File: src/sfr_pkg.sv
// sfr_pkg: shared types, sizes and register codes for the stream find/replace block
// no dependencies
package sfr_pkg;

  localparam int MAX_BYTES = 8;              // longest pattern or replacement
  localparam int WIN_DEPTH = MAX_BYTES - 1;  // pending window cells
  localparam int CFG_W     = 64;

  typedef logic [7:0] byte_t;
  typedef logic [2:0] wcnt_t;   // window fill, 0..WIN_DEPTH
  typedef logic [3:0] len_t;    // lengths and burst sizes, 0..MAX_BYTES

  typedef enum logic [1:0] {
    REG_PATTERN_BYTES  = 2'd0,
    REG_PATTERN_LENGTH = 2'd1,
    REG_REPL_BYTES     = 2'd2,
    REG_REPL_LENGTH    = 2'd3
  } cfg_reg_t;

  typedef struct packed {
    logic  take;
    wcnt_t count;
    len_t  drop;
  } win_ctl_t;

  typedef struct packed {
    logic load;
    logic shift;
  } emit_ctl_t;

  function automatic len_t clamp_len(len_t v);
    return (v > len_t'(MAX_BYTES)) ? len_t'(MAX_BYTES) : v;
  endfunction

endpackage

File: src/sfr_if.sv
// sfr_in_if / sfr_out_if: valid/ready channels for raw and rewritten bytes
// depends on sfr_pkg
interface sfr_in_if;
  logic           valid;
  logic           ready;
  sfr_pkg::byte_t in_byte;
  logic           in_end;

  modport source (output valid, output in_byte, output in_end, input ready);
  modport sink   (input valid, input in_byte, input in_end, output ready);
endinterface

interface sfr_out_if;
  logic           valid;
  logic           ready;
  sfr_pkg::byte_t out_byte;
  logic           run_last;
  logic           stream_end;

  modport source (output valid, output out_byte, output run_last, output stream_end,
                  input ready);
  modport sink   (input valid, input out_byte, input run_last, input stream_end,
                  output ready);
endinterface

File: src/sfr_win_cell.sv
// sfr_win_cell: one byte of the pending window, with its pattern compare
// depends on sfr_pkg
module sfr_win_cell (
  input  logic                                    clk,
  input  logic [2:0]                              index,
  input  sfr_pkg::win_ctl_t                       ctl,
  input  sfr_pkg::byte_t                          pat_byte,
  input  logic [sfr_pkg::MAX_BYTES-1:0][7:0]      step_buf,
  output sfr_pkg::byte_t                          held,
  output logic                                    ok
);
  import sfr_pkg::*;

  byte_t win_byte;
  len_t  src;

  // cells past the fill level do not take part in the compare
  assign ok   = (index >= ctl.count) || (win_byte == pat_byte);
  assign held = win_byte;
  assign src  = ctl.drop + len_t'(index);

  always_ff @(posedge clk) begin
    if (ctl.take) begin
      win_byte <= src[3] ? '0 : step_buf[src[2:0]];
    end
  end

endmodule

File: src/sfr_emit_cell.sv
// sfr_emit_cell: one byte of the outgoing burst, shifts toward the head per beat
// depends on sfr_pkg
module sfr_emit_cell (
  input  logic                clk,
  input  sfr_pkg::emit_ctl_t  ctl,
  input  sfr_pkg::byte_t      load_byte,
  input  sfr_pkg::byte_t      next_byte,
  output sfr_pkg::byte_t      cur_byte
);
  import sfr_pkg::*;

  byte_t data;

  assign cur_byte = data;

  always_ff @(posedge clk) begin
    if (ctl.load) begin
      data <= load_byte;
    end else if (ctl.shift) begin
      data <= next_byte;
    end
  end

endmodule

File: src/stream_find_replace.sv
// stream_find_replace: streaming byte find and replace, top level
// depends on sfr_pkg, sfr_if, sfr_win_cell, sfr_emit_cell
//
//   channel  dir  payload                          beat when
//   din      in   in_byte, in_end                  din.valid & din.ready
//   dout     out  out_byte, run_last, stream_end   dout.valid & dout.ready
//   cfg      in   cfg_index, cfg_data              cfg_we
//
// a byte is taken on a din beat; its results leave from the emit chain one per cycle while dout.ready is high
// a beat is taken while the emit chain holds at most one byte that leaves this cycle,
// so a byte producing one result or none sustains one beat per cycle while dout.ready is high
// a burst of k results (replacement or flush) holds din until its last result is leaving
// reset clears lengths, patterns, window fill and emit count; no clearing pass
module stream_find_replace (
  input  logic                          clk,
  input  logic                          rst,
  sfr_in_if.sink                        din,
  sfr_out_if.source                     dout,
  input  logic                          cfg_we,
  input  logic [1:0]                    cfg_index,
  input  logic [sfr_pkg::CFG_W-1:0]     cfg_data
);
  import sfr_pkg::*;

  logic [63:0] pat_bytes;
  len_t        pat_len;
  logic [63:0] rep_bytes;
  len_t        rep_len;

  wcnt_t       win_cnt;
  len_t        emit_cnt;
  logic        emit_end;

  byte_t                       win_byte [WIN_DEPTH];
  logic [WIN_DEPTH-1:0]        win_ok;
  logic [MAX_BYTES-1:0][7:0]   step_buf;
  byte_t                       emit_byte [MAX_BYTES];

  len_t      plen, rlen, n, keep, drop, load_cnt;
  logic      enabled, hit, take, shift;
  byte_t     pat_at_cnt;
  win_ctl_t  win_ctl;
  emit_ctl_t emit_ctl;

  always_ff @(posedge clk) begin
    if (rst) begin
      pat_bytes <= '0;
      pat_len   <= '0;
      rep_bytes <= '0;
      rep_len   <= '0;
    end else if (cfg_we) begin
      case (cfg_reg_t'(cfg_index))
        REG_PATTERN_BYTES:  pat_bytes <= cfg_data[63:0];
        REG_PATTERN_LENGTH: pat_len   <= cfg_data[3:0];
        REG_REPL_BYTES:     rep_bytes <= cfg_data[63:0];
        REG_REPL_LENGTH:    rep_len   <= cfg_data[3:0];
        default: ;
      endcase
    end
  end

  // window contents plus the incoming byte, oldest first
  always_comb begin
    for (int i = 0; i < WIN_DEPTH; i++) begin
      if (wcnt_t'(i) < win_cnt) begin
        step_buf[i] = win_byte[i];
      end else if (wcnt_t'(i) == win_cnt) begin
        step_buf[i] = din.in_byte;
      end else begin
        step_buf[i] = '0;
      end
    end
    step_buf[MAX_BYTES-1] = (win_cnt == wcnt_t'(WIN_DEPTH)) ? din.in_byte : '0;
  end

  assign plen       = clamp_len(pat_len);
  assign rlen       = clamp_len(rep_len);
  assign enabled    = (plen != '0) && (rlen != '0);
  assign n          = len_t'(win_cnt) + len_t'(1);
  assign pat_at_cnt = pat_bytes[{win_cnt, 3'b000} +: 8];
  assign hit        = enabled && (n == plen) && (&win_ok) && (din.in_byte == pat_at_cnt);

  always_comb begin
    if (!enabled || din.in_end) begin
      keep = '0;
    end else if (n > plen - len_t'(1)) begin
      keep = plen - len_t'(1);
    end else begin
      keep = n;
    end
  end

  assign drop     = n - keep;
  assign load_cnt = hit ? rlen : drop;

  assign take  = din.valid && din.ready;
  assign shift = dout.valid && dout.ready;

  assign din.ready       = (emit_cnt == '0) || ((emit_cnt == len_t'(1)) && dout.ready);
  assign dout.valid      = (emit_cnt != '0);
  assign dout.out_byte   = emit_byte[0];
  assign dout.run_last   = (emit_cnt == len_t'(1));
  assign dout.stream_end = (emit_cnt == len_t'(1)) && emit_end;

  assign win_ctl  = '{take: take, count: win_cnt, drop: drop};
  assign emit_ctl = '{load: take, shift: shift};

  always_ff @(posedge clk) begin
    if (rst) begin
      win_cnt  <= '0;
      emit_cnt <= '0;
      emit_end <= 1'b0;
    end else begin
      if (take) begin
        win_cnt  <= hit ? '0 : keep[2:0];
        emit_cnt <= load_cnt;
        emit_end <= din.in_end;
      end else if (shift) begin
        emit_cnt <= emit_cnt - len_t'(1);
      end
    end
  end

  for (genvar g = 0; g < WIN_DEPTH; g++) begin : g_win
    sfr_win_cell u_cell (
      .clk      (clk),
      .index    (3'(g)),
      .ctl      (win_ctl),
      .pat_byte (pat_bytes[g*8 +: 8]),
      .step_buf (step_buf),
      .held     (win_byte[g]),
      .ok       (win_ok[g])
    );
  end

  for (genvar g = 0; g < MAX_BYTES; g++) begin : g_emit
    byte_t next_b;
    if (g == MAX_BYTES - 1) begin : g_tail
      assign next_b = '0;
    end else begin : g_mid
      assign next_b = emit_byte[g+1];
    end
    sfr_emit_cell u_cell (
      .clk       (clk),
      .ctl       (emit_ctl),
      .load_byte (hit ? rep_bytes[g*8 +: 8] : step_buf[g]),
      .next_byte (next_b),
      .cur_byte  (emit_byte[g])
    );
  end

  // end of stream always empties the window
  a_end_clears: assert property (@(posedge clk) disable iff (rst)
    (take && din.in_end) |=> (win_cnt == '0))
    else $error("window not empty after end of stream");

  // end of stream always yields at least one result
  a_end_emits: assert property (@(posedge clk) disable iff (rst)
    (take && din.in_end) |=> dout.valid)
    else $error("no result after end of stream");

  // stream end only on the closing byte of a burst
  a_end_last: assert property (@(posedge clk) disable iff (rst)
    (dout.valid && dout.stream_end) |-> dout.run_last)
    else $error("stream_end without run_last");

endmodule
File: src/flat_wrapper.sv
// flat-port wrapper written by rule: the top's interface ports become plain ports
module stream_find_replace_flat import sfr_pkg::*;
  (clk, rst, cfg_we, cfg_index, cfg_data, din_valid, din_in_byte, din_in_end, din_ready, dout_valid, dout_out_byte, dout_run_last, dout_stream_end, dout_ready);
  sfr_in_if din_i ();
  sfr_out_if dout_i ();
  input  logic clk;
  input  logic rst;
  input  logic cfg_we;
  input  logic [1:0] cfg_index;
  input  logic [sfr_pkg::CFG_W-1:0] cfg_data;
  input wire logic [$bits(din_i.valid)-1:0] din_valid;
  input wire logic [$bits(din_i.in_byte)-1:0] din_in_byte;
  input wire logic [$bits(din_i.in_end)-1:0] din_in_end;
  output wire logic [$bits(din_i.ready)-1:0] din_ready;
  output wire logic [$bits(dout_i.valid)-1:0] dout_valid;
  output wire logic [$bits(dout_i.out_byte)-1:0] dout_out_byte;
  output wire logic [$bits(dout_i.run_last)-1:0] dout_run_last;
  output wire logic [$bits(dout_i.stream_end)-1:0] dout_stream_end;
  input wire logic [$bits(dout_i.ready)-1:0] dout_ready;
  assign din_i.valid = din_valid;
  assign din_i.in_byte = din_in_byte;
  assign din_i.in_end = din_in_end;
  assign din_ready = din_i.ready;
  assign dout_valid = dout_i.valid;
  assign dout_out_byte = dout_i.out_byte;
  assign dout_run_last = dout_i.run_last;
  assign dout_stream_end = dout_i.stream_end;
  assign dout_i.ready = dout_ready;
  stream_find_replace u_core (.clk(clk), .rst(rst), .din(din_i), .dout(dout_i), .cfg_we(cfg_we), .cfg_index(cfg_index), .cfg_data(cfg_data));
endmodule
File: config.mk
export PLATFORM = sky130hd
export DESIGN_NAME = stream_find_replace_flat
export DESIGN_NICKNAME = d
export VERILOG_FILES = /design/src/sfr_pkg.sv /design/src/sfr_if.sv /design/src/sfr_win_cell.sv /design/src/sfr_emit_cell.sv /design/src/stream_find_replace.sv /design/src/flat_wrapper.sv
export SDC_FILE = /design/constraint.sdc
export NUM_CORES = 1
export LEC_CHECK = 0
export BUFFER_PORTS_ARGS = -buffer_cell sky130_fd_sc_hd__buf_2
export CORE_MARGIN = 2
export CORE_UTILIZATION = 30
export CTS_BUF_LIST = sky130_fd_sc_hd__clkbuf_4
export CTS_CLUSTER_SIZE = 25
export DETAILED_ROUTE_END_ITERATION = 6
export PLACE_DENSITY_LB_ADDON = 0.12
export SLEW_MARGIN = 25
export SYNTH_ARGS = -nofsm -noshare
export SYNTH_HDL_FRONTEND = slang
export SYNTH_SLANG_ARGS = --single-unit
File: constraint.sdc
create_clock -name clk -period 6.55 [get_ports clk]
set_clock_uncertainty 0.05 [all_clocks]
set_input_delay 0.655 -clock clk [delete_from_list [all_inputs] [get_ports clk]]
set_output_delay 0.655 -clock clk [all_outputs]
set_load 0.05 [all_outputs]
==> summary.txt, run 1 <==
Clock tree
  – Clock buffer count from CTS: 79
  – Clock sink count: 264
  – Clock Tree Buf Depth: 3
  – Worst-skew pair later-pin latency: 0.83 ns
  – H-tree Lvls: 3
  – Root Driver: clkbuf_4
  – TritonCTS clock tree: built
  – Clock-pin slew on the worst setup and hold paths: 0.07 ns

Setup path
  – Slowest CP cell: xor2_1
  – Worst Path Max Fanout: 20
  – Crit path launch type: register
  – Crit-path cells: inv_2 -> ha_1 -> ha_1 -> a21oi_1 -> o21ai_0 -> nand2_1 -> or2_2 -> a21oi_1 -> fa_1 -> inv_2 -> ha_1 -> a21oi_1 -> xor2_1 -> a211oi_1
  – Worst EP arrival: 5.81 ns
  – Critical path class: register to register
  – CP max stage delay: 0.72 ns
  – WP data required: 7.01 ns
  – CP endpoint kind: register

Finish
  – Layout Nets: 1,955
  – Register area: around 0.0065 mm²
  – Final core occ: 0.355
  – Fillers: 5,274
  – Share of layout cells above drive strength 1: 0.156
  – Area growth syn-to-layout: 16.7%
  – Area occupied by multi-input gates: 0.00789 mm²
  – Post-route insts no fill: between 2,000 and 3,000
  – Post-route cell area: 0.0174 mm²

Logic synthesis
  – Main flop type after synthesis: dfxtp_1
  – Area contributors post-synth: edfxtp_1, dfxtp_1, nand2_1
  – Top-count cell post-synth: nand2_1
  – Synthesized flop and latch total: 264
  – EDFF count, synth: 120
  – Avg Inst Size Synth: about 8.6 µm²
  – Cells after synthesis: 1,743
  – Yosys top cell by area: edfxtp_1
  – Synth warn: 0
  – Post-synth top area share: 0.241
  – Post-synth cell types: 53
  – Sequential fraction of the synthesis area: 0.434
  – Async SR Flop Fraction: 0
  – Synthesized Nets: between 1,500 and 2,000
  – Top cells by count, synth: nand2_1, a21oi_1, mux2i_1, dfxtp_1, edfxtp_1
  – Cell Area, Synth: around 0.015 mm²

Hold path
  – Hold Path Class: input port to register

Global routing
  – First-pass GRT wire length: ~90 mm
  – GRT Overall Usage: 0.238
  – Largest net degree at the start of global routing: 86
  – Grt total ovfl: 0
  – Number of global-route vias before repair: 12,800
  – Initial antenna violation count: 3

Timing
  – Final slew viol count: 0
  – Unrepaired setup endpoints after global routing: false
  – Slew headroom: 0.213
  – Worst slew pin tran: between 1 and 1.5 ns
  – Clock period minus worst slack: around 5.4 ns
  – Final-report setup violation count: 0
  – Hold Vio Cnt, Final: 0
  – Sum Neg Setup Slack: 0 ns
  – Peak Freq: 187 MHz
  – Worst slack on hold paths: 0.0719 ns
  – Post-route clock period utilization: 0.817

Run status
  – Failing checks: DRC
  – Status: finished, violations left

Floorplan
  – Die X: around 230 µm
  – Effective utilization at floorplan: 0.305
  – IO Count: 92
  – Core area: 0.0491 mm²
  – Die area: 0.0516 mm²
  – Die Span Y: about 230 µm
  – Row cnt: 81

Power
  – Sequential share of power: 0.460
  – NetSw: around 1.9 mW
  – Pwr/cell area: 306 mW/mm²
  – Sw Share: 0.349
  – Clock Power Share: 0.317
  – Comb pwr share: 0.223
  – LEAKAGE: between 6 and 7 nW
  – Int Power: 3.47 mW
  – Peak VDD IR: 0.143 mV

Placed design
  – Final HPWL DP: 44.0 mm
  – I/O Buffers: between 90 and 100
  – GP Congestion: around 0.96
  – Placed cell count: about 2,400
  – Placed inst area: 0.0159 mm²

Detailed routing
  – Total vias in the final route: between 10,000 and 15,000
  – Post-route ant nets: 0
  – Drt wl/cell: 23.6 µm
  – Post-Route WL: about 60 mm
  – First-pass detailed-route iteration total: 7
  – # DRC: 1
  – DRT iter0 DRCs: 1,210
  – Vias per cell: 5.19

Flow run
  – Max_cap viols: 0
registers in the layout (all words and copies together) (netlist names):
register	cells
u_core.rep_bytes	64
u_core.emit_end	1
u_core.win_cnt	3
u_core.g_win.u_cell.held	56
u_core.pat_len	4
u_core.emit_cnt	4
u_core.pat_bytes	64
u_core.g_emit.u_cell.cur_byte	64
u_core.rep_len	4
cell usage in the layout, fill, tap and decap left out, types with 33 or more instances in the layout:
cell type	instances
nor2_1	111
o21ai_1	57
dlygate4sd3_1	46
buf_2	90
clkbuf_4	120
a21oi_1	195
mux2i_1	157
edfxtp_1	120
a211oi_1	33
dfxtp_1	143
xnor2_1	51
nand2_1	457
o21ai_0	48
worst max-delay path, delay by kind of cell (launching register included):
family | cells | cell delay [ns]
flip-flops | 1 | 0.48
XOR/XNOR | 1 | 0.72
adder cells (fa/ha/maj) | 4 | 1.68
AO/OA/AOI/OAI | 5 | 0.93
AND/OR/NAND/NOR | 2 | 0.49
buffers and inverters | 2 | 0.69
repair_timing:
action | CTS | global route
resized for setup | 0 | 0
hold buffers | 46 | 0
hold endpoints to repair | 80 | 0
endpoints found under the setup margin | 0 | 0
setup buffers | 0 | 0
cell type report:
type	instances	share of cell area
Tap cell	664	0.0476
Timing Repair Buffer	160	0.0633
Sequential cell	264	0.372
Multi-Input combinational cell	1335	0.453
Antenna cell	3	0.000431
Clock inverter	26	0.00875
Clock buffer	120	0.0517
Inverter	16	0.00344
power groups by stage:
stage / combinational, mW / sequential (mW) / clock (mW)
4_1_cts: 1.21 / 2.45 / 1.75
3_5_place_dp: 1.19 / 2.48 / 0
3_3_place_gp: 1.19 / 2.48 / 0
6_report: 1.19 / 2.45 / 1.69
2_1_floorplan: 0.709 / 2.48 / 0
5_1_grt: 1.32 / 2.48 / 1.83
per-stage QoR:
stage          setup WS (ns)  power (mW)
2_1_floorplan           1.55        3.19
3_3_place_gp            1.49        3.67
3_5_place_dp            1.32        3.67
4_1_cts                 1.31        5.41
5_1_grt                0.839        5.63
6_report                1.20        5.33
logic make-up after synthesis:
group                      after synthesis  share of synthesized area
and+or+nand+nor                        668                      0.184
AOI/OAI and AO/OA                      383                      0.144
adders and majority gates               19                     0.0164
muxes                                  185                      0.133
xor gates and xnor gates                80                     0.0469
buffers and inverters                  144                     0.0414
DFF                                    264                      0.434
metal layers:
layer / GRT usage / part of all wire
met1: 0.326 / 0.46
met4: 0.0917 / 0.034
met3: 0.0438 / 0.057
met2: 0.372 / 0.45
met5: 0 / 0
worst paths after layout:
path,startpoint,endpoint,slack (ns),depth (start not counted)
max,u_core.win_cnt[0],u_core.g_win[3].u_cell.held[0],1.20,14
min reg2reg,u_core.rep_bytes[62],u_core.rep_bytes[62],0.40,2
max reg2reg,u_core.win_cnt[0],u_core.g_win[3].u_cell.held[0],1.20,14
min,cfg_data[14],u_core.pat_bytes[14],0.07,3
Note: power is estimated with default switching activity, not from simulation.
==> run 2, diff against run 1 <==
==> constraint.sdc (replaced) <==
create_clock -name clk -period 4.45 [get_ports clk]
set_clock_uncertainty 0.05 [all_clocks]
set_input_delay 0.445 -clock clk [delete_from_list [all_inputs] [get_ports clk]]
set_output_delay 0.445 -clock clk [all_outputs]
set_load 0.05 [all_outputs]
==> summary.txt, run 2 (synthesis results as in run 1) <==
Run status
  – Status: finished, final reports clean (was finished, violations left)

Flow run
  – Max_cap viols: 0 (unchanged)

Clock tree
  – Clock Tree Buf Depth: 3 (unchanged)
  – Clock-pin slew on the worst setup and hold paths: 0.07 ns (about the same)
  – Worst-skew pair later-pin latency: 0.84 ns (was 0.83 ns)
  – Root Driver: clkbuf_4 (unchanged)
  – TritonCTS clock tree: built (unchanged)
  – Clock buffer count from CTS: 79 (unchanged)
  – H-tree Lvls: 3 (unchanged)
  – Clock sink count: 264 (unchanged)

Setup path
  – CP max stage delay: 0.58 ns (was 0.72 ns)
  – Worst reg-to-reg path cell count: 11 (was 14)
  – Most used cell, CP: nor4_2
  – Critical path class: register to register (unchanged)
  – CP endpoint kind: register (unchanged)
  – Crit path launch type: register (unchanged)
  – Crit-path cells: buf_6 -> mux4_2 -> xor2_1 -> nor4_2 -> a21oi_1 -> or4_1 -> nor4_2 -> buf_4 -> buf_12 -> mux2i_1 -> o21ai_1 (was inv_2 -> ha_1 -> ha_1 -> a21oi_1 -> o21ai_0 -> nand2_1 -> or2_2 -> a21oi_1 -> fa_1 -> inv_2 -> ha_1 -> a21oi_1 -> xor2_1 -> a211oi_1)
  – WP data required: 4.96 ns (was 7.01 ns)
  – Worst Path Max Fanout: 26 (was 20)
  – Worst EP arrival: 4.87 ns (was 5.81 ns)
  – Slowest CP cell: nor4_2 (was xor2_1)

Power
  – Sequential share of power: 0.463 (was 0.460)
  – Clock Power Share: 0.308 (was 0.317)
  – NetSw: 2.78 mW (was 1.86 mW)
  – Pwr/cell area: 432 mW/mm² (was 306 mW/mm²)
  – LEAKAGE: 6.80 nW (was 6.47 nW)
  – Int Power: 5.07 mW (was 3.47 mW)
  – Comb pwr share: 0.229 (was 0.223)
  – Sw Share: 0.354 (was 0.349)
  – Total power: 7.84 mW (was 5.33 mW)
  – Peak VDD IR: 0.181 mV (was 0.143 mV)

Detailed routing
  – Post-Route WL: 61.7 mm (was 61.1 mm)
  – # DRC: 0 (was 1)
  – Vias per cell: 5.10 (was 5.19)
  – Post-route ant nets: 0 (unchanged)
  – Drt wl/cell: 23.3 µm (was 23.6 µm)
  – First-pass detailed-route iteration total: 7 (unchanged)
  – Total vias in the final route: 13,500 (was 13,400)
  – DRT iter0 DRCs: 1,145 (was 1,210)

Floorplan
  – Die Span Y: 227 µm (unchanged)
  – Die X: 227 µm (unchanged)
  – Die area: 0.0516 mm² (unchanged)
  – Core area: 0.0491 mm² (unchanged)
  – Row cnt: 81 (unchanged)
  – Effective utilization at floorplan: 0.305 (unchanged)
  – IO Count: 92 (unchanged)

Timing
  – Clock period minus worst slack: 4.36 ns (was 5.35 ns)
  – Worst slew pin tran: 1.01 ns (was 1.17 ns)
  – Post-route clock period utilization: 0.979 (was 0.817)
  – Setup ws final: 0.0926 ns (was 1.20 ns)
  – Peak Freq: 229 MHz (was 187 MHz)
  – Worst slack on hold paths: 0.0979 ns (was 0.0719 ns)
  – Hold Vio Cnt, Final: 0 (unchanged)
  – Final slew viol count: 0 (unchanged)
  – Slew headroom: 0.321 (was 0.213)
  – Final-report setup violation count: 0 (unchanged)

Placed design
  – Placed inst area: 0.0163 mm² (was 0.0159 mm²)
  – Placed cell count: 2,428 (was 2,393)
  – GP Congestion: 0.937 (was 0.956)
  – Pre-CTS setup slack: -0.133 ns (was 1.32 ns)
  – Final HPWL DP: 46.2 mm (was 44.0 mm)
  – I/O Buffers: 91 (unchanged)

Finish
  – Most frequent cells in the layout: nand2_1, a21oi_1, mux2i_1 (unchanged)
  – Share of layout cells above drive strength 1: 0.180 (was 0.156)
  – Leading cell type in the layout, fill and taps excluded: nand2_1 (unchanged)
  – Post-route cell area: 0.0182 mm² (was 0.0174 mm²)
  – Layout Nets: 2,014 (was 1,955)
  – Area growth syn-to-layout: 21.5% (was 16.7%)
  – Post-route insts no fill: 2,646 (was 2,588)

Global routing
  – Largest net degree at the start of global routing: 91 (was 86)
  – GRT Overall Usage: 0.241 (was 0.238)
  – First-pass GRT wire length: 88.9 mm (was 88.6 mm)
  – Grt total ovfl: 0 (unchanged)
  – Initial antenna violation count: 2 (was 3)
  – Number of global-route vias before repair: 12,900 (was 12,800)

Hold path
  – Hold path depth: 2 (was 3)
  – Hold Path Class: input port to register (unchanged)
-- run 2: cell types whose count changed in the layout (fill, tap and decap cells not counted), sizes merged --
cell         previous run  this run
bufinv                  2         1
clkbuf                120       117
clkinvlp                0         1
dlygate4sd3            46        68
inv                    17        19
buf                   114       151
diode                   3         6
clkinv                 23        20
-- run 2: repair_timing --
item | CTS | global route
buffers inserted | 0 | 2
endpoints found under the setup margin | 44 | 58
pin swaps | 0 | 2
hold endpoints to repair | 141 | 0
hold buffers | 68 | 0
gates resized for setup | 4 | 16
-- run 2: power by group through the flow --
stage	clock network, mW	logic [mW]	registers, mW
3_3_place_gp	0	1.76	3.68
6_report	2.42	1.80	3.63
3_5_place_dp	0	1.77	3.67
5_1_grt	2.61	1.99	3.67
2_1_floorplan	0	1.05	3.64
4_1_cts	2.49	1.82	3.63
-- run 2: final timing paths --
check                           start                                  end  slack [ns]
setup / recovery    u_core.win_cnt[0]  u_core.g_emit[0].u_cell.cur_byte[3]        0.09
hold / removal                    rst                  u_core.pat_bytes[2]         0.1
setup reg to reg    u_core.win_cnt[0]  u_core.g_emit[0].u_cell.cur_byte[3]        0.09
hold reg to reg   u_core.rep_bytes[6]                  u_core.rep_bytes[6]        0.40
-- run 2: through the flow --
step,setup TNS [ns],utilization
2_1_floorplan,0,-
3_3_place_gp,-2.53,0.332
3_5_place_dp,-1.81,0.332
4_1_cts,0,0.368
5_1_grt,-0.0653,0.370
6_report,0,0.370
-- run 2: final cells by class --
type	count	area (µm²)
Timing Repair Buffer	219	1740
Tap cell	664	831
Clock buffer	117	878
Antenna cell	6	15.0
Fill cell	5142	30900
Inverter	16	62.6
Multi-Input combinational cell	1335	8020
Clock inverter	25	135
Sequential cell	264	6490
-- run 2: critical path, delay by kind of cell (launching register included) --
kind            cells  cell delay, ns
simple gates        3            1.43
buf+inv             3            0.88
mux                 2            0.86
flops               1            0.42
compound gates      2            0.22
xor+xnor            1            0.16
-- run 2: per-layer routing --
metal / wire length, µm / vias to the layer above / track usage
met4: 2070 / 0 / 0.0854
met1: 29100 / 6486 / 0.334
met2: 27600 / 439 / 0.378
met3: 3010 / 106 / 0.0390
met5: 0 / - / 0
li1: - / 6469 / -
==> run 3, diff against run 2 <==
--- a/config.mk
+++ b/config.mk
@@ -11,6 +11,7 @@
 export CTS_BUF_LIST = sky130_fd_sc_hd__clkbuf_4
 export CTS_CLUSTER_SIZE = 25
 export DETAILED_ROUTE_END_ITERATION = 6
+export MAX_ROUTING_LAYER = met4
 export PLACE_DENSITY_LB_ADDON = 0.12
 export SLEW_MARGIN = 25
 export SYNTH_ARGS = -nofsm -noshare
==> constraint.sdc (replaced) <==
create_clock -name clk -period 5 [get_ports clk]
set_clock_uncertainty 0.05 [all_clocks]
set_input_delay 0.25 -clock clk [delete_from_list [all_inputs] [get_ports clk]]
set_output_delay 0.25 -clock clk [all_outputs]
set_load 0.05 [all_outputs]
==> summary.txt, run 3 (synthesis results as in run 1) <==
Global routing
  – GRT Overall Usage: 0.250 (was 0.241)
  – Number of global-route vias before repair: 12,900 (about the same)
  – Grt total ovfl: 0 (unchanged)
  – First-pass GRT wire length: 89.5 mm (was 88.9 mm)
  – Largest net degree at the start of global routing: 75 (was 91)
  – Initial antenna violation count: 4 (was 2)

Finish
  – Layout Nets: 2,014 (unchanged)
  – Post-route insts no fill: 2,648 (was 2,646)
  – Final core occ: 0.367 (was 0.370)
  – Share of layout cells above drive strength 1: 0.169 (was 0.180)
  – Leading cell type in the layout, fill and taps excluded: nand2_1 (unchanged)
  – Post-route cell area: 0.0180 mm² (was 0.0182 mm²)
  – Most frequent cells in the layout: nand2_1, a21oi_1, mux2i_1 (unchanged)
  – Fillers: 5,206 (was 5,142)
  – Area growth syn-to-layout: 20.5% (was 21.5%)

Setup path
  – Most used cell, CP: ha_1 (was nor4_2)
  – Top delay family on crit path: adder cells (was simple AND/OR/NAND/NOR gates)
  – Critical path class: register to register (unchanged)
  – RR Startpoint: u_core.win_cnt[0] (unchanged)
  – WP data required: 5.54 ns (was 4.96 ns)
  – CP Launch Point: u_core.win_cnt[0] (unchanged)
  – Crit path depth: 17 (was 11)
  – WP buf/inv: 2 (was 3)
  – R2r endpoint: u_core.g_win[5].u_cell.held[0] (was u_core.g_emit[0].u_cell.cur_byte[3])
  – Crit path launch type: register (unchanged)
  – Crit-path cells: ha_1 -> ha_1 -> ha_1 -> nand2_1 -> o21ai_0 -> nand2_1 -> or2_2 -> a21oi_1 -> inv_1 -> ha_1 -> nor2b_1 -> o21ai_0 -> nand2b_1 -> xnor2_2 -> xnor2_1 -> buf_4 -> a211oi_1 (was buf_6 -> mux4_2 -> xor2_1 -> nor4_2 -> a21oi_1 -> or4_1 -> nor4_2 -> buf_4 -> buf_12 -> mux2i_1 -> o21ai_1)
  – CP Capture Point: u_core.g_win[5].u_cell.held[0] (was u_core.g_emit[0].u_cell.cur_byte[3])
  – CP max stage delay: 0.45 ns (was 0.58 ns)
  – Worst reg-to-reg path cell count: 17 (was 11)
  – Slowest CP cell: xnor2_2 (was nor4_2)
  – Reg2reg setup slack: 0.36 ns (was 0.09 ns)
  – Worst EP arrival: 5.18 ns (was 4.87 ns)
  – CP endpoint kind: register (unchanged)
  – Worst Path Max Fanout: 8 (was 26)

Floorplan
  – Effective utilization at floorplan: 0.305 (unchanged)
  – Row cnt: 81 (unchanged)
  – IO Count: 92 (unchanged)
  – Die Span Y: 227 µm (unchanged)
  – Core area: 0.0491 mm² (unchanged)
  – Die X: 227 µm (unchanged)
  – Die area: 0.0516 mm² (unchanged)

Clock tree
  – Root Driver: clkbuf_4 (unchanged)
  – Clock buffer count from CTS: 80 (was 79)
  – Clock Tree Buf Depth: 3 (unchanged)
  – Clock-pin slew on the worst setup and hold paths: 0.06 ns (was 0.07 ns)
  – Clock sink count: 264 (unchanged)
  – TritonCTS clock tree: built (unchanged)
  – Worst-skew pair later-pin latency: 0.84 ns (about the same)
  – Number of gates resized after cts: 0 (was 4)
  – H-tree Lvls: 3 (unchanged)

Power
  – LEAKAGE: 6.77 nW (was 6.80 nW)
  – Total power: 7.10 mW (was 7.84 mW)
  – Pwr/cell area: 394 mW/mm² (was 432 mW/mm²)
  – Peak VDD IR: 0.188 mV (was 0.181 mV)

Hold path
  – Hold Path Class: input port to register (unchanged)

Detailed routing
  – Total vias in the final route: 13,600 (was 13,500)
  – Drt wl/cell: 23.5 µm (was 23.3 µm)
  – Post-route ant nets: 0 (unchanged)
  – Vias per cell: 5.12 (was 5.10)
  – First-pass detailed-route iteration total: 6 (was 7)
  – Post-Route WL: 62.2 mm (was 61.7 mm)
  – # DRC: 0 (unchanged)
  – DRT iter0 DRCs: 1,047 (was 1,145)

Timing
  – Unrepaired setup endpoints after global routing: false
  – Sum Neg Setup Slack: 0 ns (unchanged)
  – Slew headroom: 0.352 (was 0.321)
  – Post-route clock period utilization: 0.928 (was 0.979)
  – Worst slew pin tran: 0.962 ns (was 1.01 ns)
  – Peak Freq: 216 MHz (was 229 MHz)
  – Final-report setup violation count: 0 (unchanged)
  – Hold Vio Cnt, Final: 0 (unchanged)
  – Clock period minus worst slack: 4.64 ns (was 4.36 ns)
  – Setup ws final: 0.362 ns (was 0.0926 ns)
  – Worst slack on hold paths: 0.116 ns (was 0.0979 ns)
  – Final slew viol count: 0 (unchanged)

Placed design
  – Pre-CTS setup slack: 0.432 ns (was -0.133 ns)
  – Placed inst area: 0.0161 mm² (was 0.0163 mm²)
  – Placed cell count: 2,418 (was 2,428)
  – Final HPWL DP: 46.0 mm (was 46.2 mm)
  – GP Congestion: 0.969 (was 0.937)
  – I/O Buffers: 91 (unchanged)

Run status
  – Status: finished, final reports clean (unchanged)

Flow run
  – Max_cap viols: 0 (unchanged)
-- run 3: changes by cell type in the layout (fill, tap and decap cells not counted), moves of 5 or more --
cell | previous run | this run
buf_12 | 11 | 3
clkbuf_4 | 117 | 127
dlygate4sd3_1 | 68 | 78
mux2i_1 | 152 | 157
mux2i_2 | 5 | 0
xnor2_1 | 46 | 51
-- run 3: layout make-up --
| class | instances | area [µm²] | share of cell area |
|---|---|---|---|
| Antenna cell | 3 | 7.51 | 0.000417 |
| Clock buffer | 127 | 953 | 0.0529 |
| Clock inverter | 21 | 136 | 0.00757 |
| Inverter | 16 | 60.1 | 0.00333 |
| Multi-Input combinational cell | 1335 | 7890 | 0.438 |
| Sequential cell | 264 | 6490 | 0.360 |
| Tap cell | 664 | 831 | 0.0461 |
| Timing Repair Buffer | 218 | 1640 | 0.0911 |
-- run 3: how the worst min path moves through the flow --
stage | startpoint | slack [ns] | cells past startpoint | to
finish | din_in_byte[5] | 0.12 | 4 | u_core.g_emit[7].u_cell.cur_byte[5]
global route | din_in_byte[5] | 0.07 | 4 | u_core.g_emit[7].u_cell.cur_byte[5]
CTS | din_in_byte[3] | 0.04 | 4 | u_core.g_emit[7].u_cell.cur_byte[3]
detailed placement | u_core.rep_bytes[2] | 0.40 | 2 | u_core.rep_bytes[2]
global placement | u_core.rep_bytes[0] | 0.39 | 2 | u_core.rep_bytes[0]
floorplan | din_in_end | 0.34 | 2 | u_core.emit_end
-- run 3: power by group --
group | switching, mW | internal, mW | total (mW)
combinational | 1.13 | 0.457 | 1.58
sequential | 0.318 | 2.92 | 3.23
clock | 1.03 | 1.25 | 2.28
total | 2.48 | 4.62 | 7.10
-- run 3: layer usage --
metal  track usage  wire (µm)
met1         0.331      28200
met2         0.390      28700
met3        0.0418       3510
met4        0.0776       1780
met5             -          0
-- run 3: worst min-delay path: cells and delay by family --
family                 cells  cell delay, ns
and+or+nand+nor            2            0.28
buffers and inverters      1            0.21
AOI/OAI and AO/OA          1            0.05
-- run 3: repair_timing --
action                                 in CTS  in global routing
endpoints found under the hold margin     143                  0
hold buffers                               79                  0
setup buffers                               0                  0
